File: config.mk
export PLATFORM = sky130hd
export DESIGN_NAME = dual_linear_queue_append
export DESIGN_NICKNAME = d
export VERILOG_FILES = /design/src/rtl/core/dlqa_pkg.sv /design/src/rtl/core/dlqa_ram.sv /design/src/rtl/core/dual_linear_queue_append.sv
export SDC_FILE = /design/constraint.sdc
export NUM_CORES = 2
export LEC_CHECK = 0
export BUFFER_PORTS_ARGS = -buffer_cell sky130_fd_sc_hd__buf_2
export CAP_MARGIN = 20
export CORE_MARGIN = 3
export CORE_UTILIZATION = 48
export DETAILED_ROUTE_END_ITERATION = 8
export GPL_ROUTABILITY_DRIVEN = 0
export PLACE_DENSITY = 0.61
export SYNTH_ARGS = -nofsm -noshare
export SYNTH_HDL_FRONTEND = slang
export SYNTH_SLANG_ARGS = --single-unit
export TNS_END_PERCENT = 30
File: constraint.sdc
create_clock -name clock -period 8.1 [get_ports clock]
set_input_delay 0.405 -clock clock [delete_from_list [all_inputs] [get_ports clock]]
set_output_delay 0.405 -clock clock [all_outputs]
set_load 0.03 [all_outputs]
File: src/rtl/core/dlqa_pkg.sv
`timescale 1ns / 1ps
// Package for the dual linear queue block: sizes, request and status codes,
// and the sequencer state type. Depends on nothing.
package dlqa_pkg;

   // Queue depth and the widths that follow from it.
   localparam int DEPTH    = 64;
   localparam int ADDR_W   = (DEPTH > 1) ? $clog2(DEPTH) : 1;
   localparam int CNT_W    = $clog2(DEPTH + 1);
   localparam int DATA_W   = 32;
   localparam int MOVED_W  = 7;
   localparam int REQ_W    = 3;
   localparam int STATUS_W = 2;

   // Request codes.
   localparam logic [REQ_W-1:0] REQ_ENQ_X  = 3'd0;
   localparam logic [REQ_W-1:0] REQ_ENQ_Y  = 3'd1;
   localparam logic [REQ_W-1:0] REQ_READ_X = 3'd2;
   localparam logic [REQ_W-1:0] REQ_READ_Y = 3'd3;
   localparam logic [REQ_W-1:0] REQ_APPEND = 3'd4;

   // Status codes.
   localparam logic [STATUS_W-1:0] ST_OK    = 2'd0;
   localparam logic [STATUS_W-1:0] ST_OVF   = 2'd1;
   localparam logic [STATUS_W-1:0] ST_EMPTY = 2'd2;

   // Sequencer states.
   typedef enum logic [1:0] {
      S_IDLE,
      S_READ,
      S_APPEND
   } state_type;

endpackage

File: src/rtl/core/dlqa_ram.sv
`timescale 1ns / 1ps
// Generic single write port, single read port RAM with a registered read.
// Depends on nothing.
module dlqa_ram #(
   parameter int WIDTH = 32,
   parameter int DEPTH = 64,
   parameter int AW    = (DEPTH > 1) ? $clog2(DEPTH) : 1
) (
   input  logic             clock,
   input  logic             wr_en,
   input  logic [AW-1:0]    wr_addr,
   input  logic [WIDTH-1:0] wr_data,
   input  logic [AW-1:0]    rd_addr,
   output logic [WIDTH-1:0] rd_data
);

   logic [WIDTH-1:0] mem_ff [DEPTH];
   logic [WIDTH-1:0] rd_data_ff;

   // Write port and registered read port.
   always_ff @(posedge clock) begin
      if (wr_en) begin
         mem_ff[wr_addr] <= wr_data;
      end
      rd_data_ff <= mem_ff[rd_addr];
   end

   assign rd_data = rd_data_ff;

endmodule

File: src/rtl/core/dual_linear_queue_append.sv
`timescale 1ns / 1ps
// Top level of the dual linear queue block with append.
// Depends on dlqa_pkg and dlqa_ram.
//
// Two linear queues, X and Y, each hold up to DEPTH signed words in a RAM.
// A request is taken when start is high and busy is low. Enqueue requests
// are answered with one result on the cycle after the request; busy stays
// low, so a new request can follow at once. A read-out request walks the
// queue from head to fill, one RAM read per cycle, giving one result per
// element with rsp_last_result on the newest one; busy falls as the
// last result shows. An append walks X the same way, writing each word
// into Y in the cycle its read data returns, and gives one result with
// the count moved, and busy falls as that result shows. The single RAM
// read per cycle sets the rate. Reading or appending an empty queue
// gives one result with the empty status right after the request.
// Results are valid for one cycle while rsp_strobe is high; the receiver
// cannot stall them. Reset empties both queues; RAM contents are not
// cleared.
module dual_linear_queue_append (
   input  logic                                  clock,
   input  logic                                  reset,
   input  logic                                  start,
   output logic                                  busy,
   input  logic [dlqa_pkg::REQ_W-1:0]            req_type,
   input  logic signed [dlqa_pkg::DATA_W-1:0]    req_item_value,
   output logic                                  rsp_strobe,
   output logic [dlqa_pkg::STATUS_W-1:0]         rsp_status,
   output logic signed [dlqa_pkg::DATA_W-1:0]    rsp_read_value,
   output logic [dlqa_pkg::MOVED_W-1:0]          rsp_moved_count,
   output logic                                  rsp_last_result
);
   import dlqa_pkg::*;

   state_type state_ff, state_in;

   logic [CNT_W-1:0] head_x_ff, head_x_in;
   logic [CNT_W-1:0] fill_x_ff, fill_x_in;
   logic [CNT_W-1:0] head_y_ff, head_y_in;
   logic [CNT_W-1:0] fill_y_ff, fill_y_in;
   logic [CNT_W-1:0] idx_ff, idx_in;
   logic [CNT_W-1:0] moved_ff, moved_in;
   logic             lost_ff, lost_in;
   logic             src_y_ff, src_y_in;
   logic             pend_ff, pend_in;
   logic             pend_last_ff, pend_last_in;

   logic                rsp_strobe_ff, rsp_strobe_in;
   logic [STATUS_W-1:0] rsp_status_ff, rsp_status_in;
   logic [DATA_W-1:0]   rsp_value_ff, rsp_value_in;
   logic [MOVED_W-1:0]  rsp_moved_ff, rsp_moved_in;
   logic                rsp_last_ff, rsp_last_in;

   logic              wr_x_en, wr_y_en;
   logic [DATA_W-1:0] wr_x_data, wr_y_data;
   logic [DATA_W-1:0] rd_x_data, rd_y_data;
   logic              empty_x, empty_y;
   logic [CNT_W-1:0]  fill_sel;
   logic              accept;

   assign accept   = start && (state_ff == S_IDLE);
   assign empty_x  = (fill_x_ff == '0) || (head_x_ff >= fill_x_ff);
   assign empty_y  = (fill_y_ff == '0) || (head_y_ff >= fill_y_ff);
   assign fill_sel = (state_ff == S_READ && src_y_ff) ? fill_y_ff : fill_x_ff;

   // Queue storage.
   dlqa_ram #(.WIDTH(DATA_W), .DEPTH(DEPTH)) u_ram_x (
      .clock   (clock),
      .wr_en   (wr_x_en),
      .wr_addr (fill_x_ff[ADDR_W-1:0]),
      .wr_data (wr_x_data),
      .rd_addr (idx_ff[ADDR_W-1:0]),
      .rd_data (rd_x_data)
   );

   dlqa_ram #(.WIDTH(DATA_W), .DEPTH(DEPTH)) u_ram_y (
      .clock   (clock),
      .wr_en   (wr_y_en),
      .wr_addr (fill_y_ff[ADDR_W-1:0]),
      .wr_data (wr_y_data),
      .rd_addr (idx_ff[ADDR_W-1:0]),
      .rd_data (rd_y_data)
   );

   // Next state of the sequencer.
   always_comb begin
      state_in = state_ff;
      case (state_ff)
         S_IDLE: begin
            if (accept) begin
               case (req_type)
                  REQ_READ_X: if (!empty_x) state_in = S_READ;
                  REQ_READ_Y: if (!empty_y) state_in = S_READ;
                  REQ_APPEND: if (!empty_x) state_in = S_APPEND;
                  default:    state_in = S_IDLE;
               endcase
            end
         end
         S_READ, S_APPEND: begin
            if (pend_ff && pend_last_ff) state_in = S_IDLE;
         end
         default: state_in = S_IDLE;
      endcase
   end

   // Datapath: queue pointers, RAM accesses and results.
   always_comb begin
      logic [CNT_W-1:0] moved_now;
      logic             lost_now;

      moved_now     = moved_ff;
      lost_now      = lost_ff;
      head_x_in     = head_x_ff;
      fill_x_in     = fill_x_ff;
      head_y_in     = head_y_ff;
      fill_y_in     = fill_y_ff;
      idx_in        = idx_ff;
      moved_in      = moved_ff;
      lost_in       = lost_ff;
      src_y_in      = src_y_ff;
      pend_in       = 1'b0;
      pend_last_in  = 1'b0;
      wr_x_en       = 1'b0;
      wr_y_en       = 1'b0;
      wr_x_data     = $unsigned(req_item_value);
      wr_y_data     = $unsigned(req_item_value);
      rsp_strobe_in = 1'b0;
      rsp_status_in = ST_OK;
      rsp_value_in  = '0;
      rsp_moved_in  = '0;
      rsp_last_in   = 1'b0;

      case (state_ff)
         S_IDLE: begin
            if (accept) begin
               case (req_type)
                  REQ_ENQ_X: begin
                     rsp_strobe_in = 1'b1;
                     rsp_last_in   = 1'b1;
                     if (fill_x_ff < CNT_W'(DEPTH)) begin
                        wr_x_en   = 1'b1;
                        fill_x_in = fill_x_ff + 1'b1;
                        if (fill_x_ff == '0) head_x_in = '0;
                     end else begin
                        rsp_status_in = ST_OVF;
                     end
                  end
                  REQ_ENQ_Y: begin
                     rsp_strobe_in = 1'b1;
                     rsp_last_in   = 1'b1;
                     if (fill_y_ff < CNT_W'(DEPTH)) begin
                        wr_y_en   = 1'b1;
                        fill_y_in = fill_y_ff + 1'b1;
                        if (fill_y_ff == '0) head_y_in = '0;
                     end else begin
                        rsp_status_in = ST_OVF;
                     end
                  end
                  REQ_READ_X: begin
                     if (empty_x) begin
                        rsp_strobe_in = 1'b1;
                        rsp_status_in = ST_EMPTY;
                        rsp_last_in   = 1'b1;
                     end else begin
                        idx_in   = head_x_ff;
                        src_y_in = 1'b0;
                     end
                  end
                  REQ_READ_Y: begin
                     if (empty_y) begin
                        rsp_strobe_in = 1'b1;
                        rsp_status_in = ST_EMPTY;
                        rsp_last_in   = 1'b1;
                     end else begin
                        idx_in   = head_y_ff;
                        src_y_in = 1'b1;
                     end
                  end
                  REQ_APPEND: begin
                     if (empty_x) begin
                        rsp_strobe_in = 1'b1;
                        rsp_status_in = ST_EMPTY;
                        rsp_last_in   = 1'b1;
                     end else begin
                        idx_in   = head_x_ff;
                        moved_in = '0;
                        lost_in  = 1'b0;
                     end
                  end
                  default: begin
                     rsp_strobe_in = 1'b0;
                  end
               endcase
            end
         end

         S_READ: begin
            // Issue the next read while elements remain.
            if (idx_ff != fill_sel) begin
               pend_in      = 1'b1;
               pend_last_in = ((idx_ff + 1'b1) == fill_sel);
               idx_in       = idx_ff + 1'b1;
            end
            // The read issued last cycle returns now.
            if (pend_ff) begin
               rsp_strobe_in = 1'b1;
               rsp_value_in  = src_y_ff ? rd_y_data : rd_x_data;
               rsp_last_in   = pend_last_ff;
            end
         end

         S_APPEND: begin
            if (idx_ff != fill_x_ff) begin
               pend_in      = 1'b1;
               pend_last_in = ((idx_ff + 1'b1) == fill_x_ff);
               idx_in       = idx_ff + 1'b1;
            end
            // Move the returned word into Y if there is room.
            if (pend_ff) begin
               wr_y_data = rd_x_data;
               if (fill_y_ff < CNT_W'(DEPTH)) begin
                  wr_y_en   = 1'b1;
                  fill_y_in = fill_y_ff + 1'b1;
                  if (fill_y_ff == '0) head_y_in = '0;
                  moved_now = moved_ff + 1'b1;
               end else begin
                  lost_now = 1'b1;
               end
               moved_in = moved_now;
               lost_in  = lost_now;
               if (pend_last_ff) begin
                  rsp_strobe_in = 1'b1;
                  rsp_status_in = lost_now ? ST_OVF : ST_OK;
                  rsp_moved_in  = MOVED_W'(moved_now);
                  rsp_last_in   = 1'b1;
                  head_x_in     = '0;
                  fill_x_in     = '0;
               end
            end
         end

         default: begin
            rsp_strobe_in = 1'b0;
         end
      endcase
   end

   // Control registers.
   always_ff @(posedge clock) begin
      if (reset) begin
         state_ff      <= S_IDLE;
         head_x_ff     <= '0;
         fill_x_ff     <= '0;
         head_y_ff     <= '0;
         fill_y_ff     <= '0;
         pend_ff       <= 1'b0;
         rsp_strobe_ff <= 1'b0;
      end else begin
         state_ff      <= state_in;
         head_x_ff     <= head_x_in;
         fill_x_ff     <= fill_x_in;
         head_y_ff     <= head_y_in;
         fill_y_ff     <= fill_y_in;
         pend_ff       <= pend_in;
         rsp_strobe_ff <= rsp_strobe_in;
      end
   end

   // Walk and result payload registers.
   always_ff @(posedge clock) begin
      idx_ff        <= idx_in;
      moved_ff      <= moved_in;
      lost_ff       <= lost_in;
      src_y_ff      <= src_y_in;
      pend_last_ff  <= pend_last_in;
      rsp_status_ff <= rsp_status_in;
      rsp_value_ff  <= rsp_value_in;
      rsp_moved_ff  <= rsp_moved_in;
      rsp_last_ff   <= rsp_last_in;
   end

   assign busy            = (state_ff != S_IDLE);
   assign rsp_strobe      = rsp_strobe_ff;
   assign rsp_status      = rsp_status_ff;
   assign rsp_read_value  = $signed(rsp_value_ff);
   assign rsp_moved_count = rsp_moved_ff;
   assign rsp_last_result = rsp_last_ff;

endmodule

==> reports/qor.yml <==
sta:
  rsz0062_at_grt: "false"
  min_period_over_period_pct: 56.8
  hold_viol_final: 0
  report.final.slew_viol_count: 0
  setup_viol: 0
  fin_tns_setup_ps: 0
  worstMarginPinSlew_ps: 1230
  fin_crit_ps: 4600
  fmax_mhz: 217
  slew_headroom_pct: 17.5
  finClkSkew_ps: 40.5
global_routing:
  gr-usage-all-layers_pct: 25.3
  overflow: 0
  grt_max_degree: 137
  antenna_found_initial: 18
  first_global_vias: 77500
  grt_first_pass_wirelength_mm: 607
setup_path:
  path_class: "reg2reg"
  crit_path_start_kind: "flip-flop"
  path_buf_inv: 2
  critPathRequiredTime_ps: 8710
  arrival_ps: 5210
  endpoint_kind: "flip-flop"
  crit_fanout: 17
  rrSetupSlack_ps: 3500
  crit_chain: "inv_1, ha_1, and2_0, nand3_1, a21oi_1, and2_1, nand3_1, nor2_4, buf_4"
  slowest_stage: "nor2_4"
  worst_path_largest_cell_delay_ps: 880
  cp_top_family: "simple AND/OR/NAND/NOR gates"
  crit_top_cell: "nand3_1"
placed_design:
  port-buffer-count: 81
  placedCellCount: 11200
  dp_hpwl_mm: 234
routing:
  dr.pass1.iters: 6
  antenna_left: 0
  viasPerCell: 6.37
  wl_per_cell_um: 35.9
  drt_wl_total_mm: 432
  remaining_drc_errors: 0
  vias: 76700
  first_iter_violations: 10400
cells_and_area:
  nets: 7357
  syn_to_final_growth_pct: 13.4
  fin_cells: 12000
  fill_cells: 24500
  final_core_util_pct: 55.0
  layout-drive-gt1-share_pct: 30.3
clocking:
  clk_latency_ps: 960
  cts.sink_count: 4237
  cts_root_buf: "clkbuf_16"
  cts_buffers: 429
  clk_pin_slew_ps: 60
  cts_tree: "yes"
  clock_path_buffers: 4
  htree_num_levels: 5
die:
  rows: 211
  chipWidth_um: 585
  initial_core_util_pct: 48.5
  die_area_um2: 342000
  die_y_um: 585
  core_area_um2: 332000
  io_pins: 82
pwr:
  p_per_area_nw_per_um2: 255
  ir_drop_uv: 179
  p_leak_nw: 56.6
yosys:
  synthTopCellsByArea: "edfxtp_1 77%, mux4_2 16%, dfxtp_1 1.6%"
  ys_ff_latch: 4237
  avgSynthCellArea_um2: 23.4
  syn_inst: 6867
  syn-num-nets: 6915
  syn_area_um2: 161000
  ys_types: 54
  yosys-top-cells-count: "4112 x edfxtp_1, 1178 x mux4_2, 222 x nor2_1"
  async_reset_ff_share_pct: 0
  synth_top_cell_area_share_pct: 76.8
  synth-seq-area-share_pct: 78.3
  synth_top_area_cell: "edfxtp_1"
  dominantRegCellSynth: "edfxtp_1"
  yosysMostFrequentCell: "edfxtp_1"
  synth_edf_count: 4112
  yosysWarnings: 0
min_path:
  hp-class: "in2reg"
run:
  maxCapViolations: 0
outcome:
  outcome: "completed"
[per-stage QoR]
stage / setup slack [ps] / total power, W / instance area (um2) / hold slack [ps]
final: 3500 / 0.0466 / 182000 / 103
after global routing: 3360 / 0.0479 / 182000 / 97.3
after CTS: 3490 / 0.0469 / 182000 / 26.4
after detailed placement: 3530 / 0.0277 / 169000 / 508
after global placement: 3640 / 0.0277 / 168000 / 504
after floorplan: 4610 / 0.0264 / 161000 / 440
[final timing paths]
kind | start | end | depth (start not counted)
setup / recovery | state_ff[0] | u_ram_y.mem_ff[22][30] | 9
hold / removal | req_item_value[31] | u_ram_x.mem_ff[58][31] | 2
setup reg to reg | state_ff[0] | u_ram_y.mem_ff[22][30] | 9
hold reg to reg | state_ff[1] | state_ff[1] | 2
[layer usage]
metal	wire, um	vias up	global-route usage [%]	share of wire, %
li1	-	30300	-	-
met1	168000	41900	35.4	39
met2	212000	3697	40.8	49
met3	36000	695	3.93	8.3
met4	16600	4	9.12	3.8
met5	27	-	0	0.0062
[cell families after synthesis]
| group | after synthesis | share of synthesized area, % |
|---|---|---|
| multiplexers | 1355 | 17.6 |
| XOR/XNOR | 45 | 0.245 |
| flip-flops | 4237 | 78.3 |
| buffers and inverters | 387 | 0.958 |
| adder cells (fa/ha/maj) | 10 | 0.0778 |
| AO/OA/AOI/OAI | 368 | 1.48 |
| AND/OR/NAND/NOR | 465 | 1.28 |
[placed cells by master, fill, tap and decap left out, types with 17 or more instances in the layout]
cell       netlist  routed
edfxtp_1      4112    4112
mux4_2        1178    1178
clkbuf_16        0     432
buf_4            7     260
mux2i_1        143     143
nor2_4           0     131
dfxtp_1        125     125
nand2_1        110     106
clkbuf_1       204     102
clkinv_1         1      95
o22ai_1         91      91
nor2_1         222      90
buf_2           49      83
o21ai_0         74      72
clkinv_2         0      65
a21oi_1         64      64
a211oi_1        40      40
nand3_1         39      38
a22oi_1         34      34
mux2_2          34      34
bufinv_16        0      33
xnor2_1         27      27
o221ai_1        27      27
nor2b_1         21      20
xor2_1          18      18
clkbuf_8         0      18
buf_12           0      17
[flip-flops by register name, summed over array words and instances (netlist names)]
register	cells
src_y_ff	1
state_ff	2
moved_ff	7
u_ram_y.mem_ff	2048
rsp_read_value	32
rsp_moved_count	7
pend_last_ff	1
fill_x_ff	7
fill_y_ff	7
rsp_status	2
rsp_strobe	1
pend_ff	1
lost_ff	1
u_ram_x.mem_ff	2048
u_ram_y.rd_data	32
u_ram_x.rd_data	32
rsp_last_result	1
idx_ff	7
[final cells by class]
type                            count  area, um2  area share [%]
Antenna cell                        6       15.0         0.00823
Sequential cell                  4237     126000            69.1
Inverter                           17       73.8          0.0405
Clock inverter                    239       2170            1.19
Multi-Input combinational cell   2243      34300            18.8
Tap cell                         4366       5460            2.99
Timing Repair Buffer              381       2970            1.63
Clock buffer                      553      11400            6.27
[timing repair]
item	in CTS	in global routing
resized for setup	0	0
endpoints found under the hold margin	72	16
buffers inserted	0	0
hold buffers	15	1
[where the power goes]
| group | switching, W | internal, W |
|---|---|---|
| Clock | 0.00828 | 0.0110 |
| Combinational | 0.00181 | 0.00117 |
| Sequential | 0.000188 | 0.0241 |
Note: power is estimated with default switching activity, not from simulation.
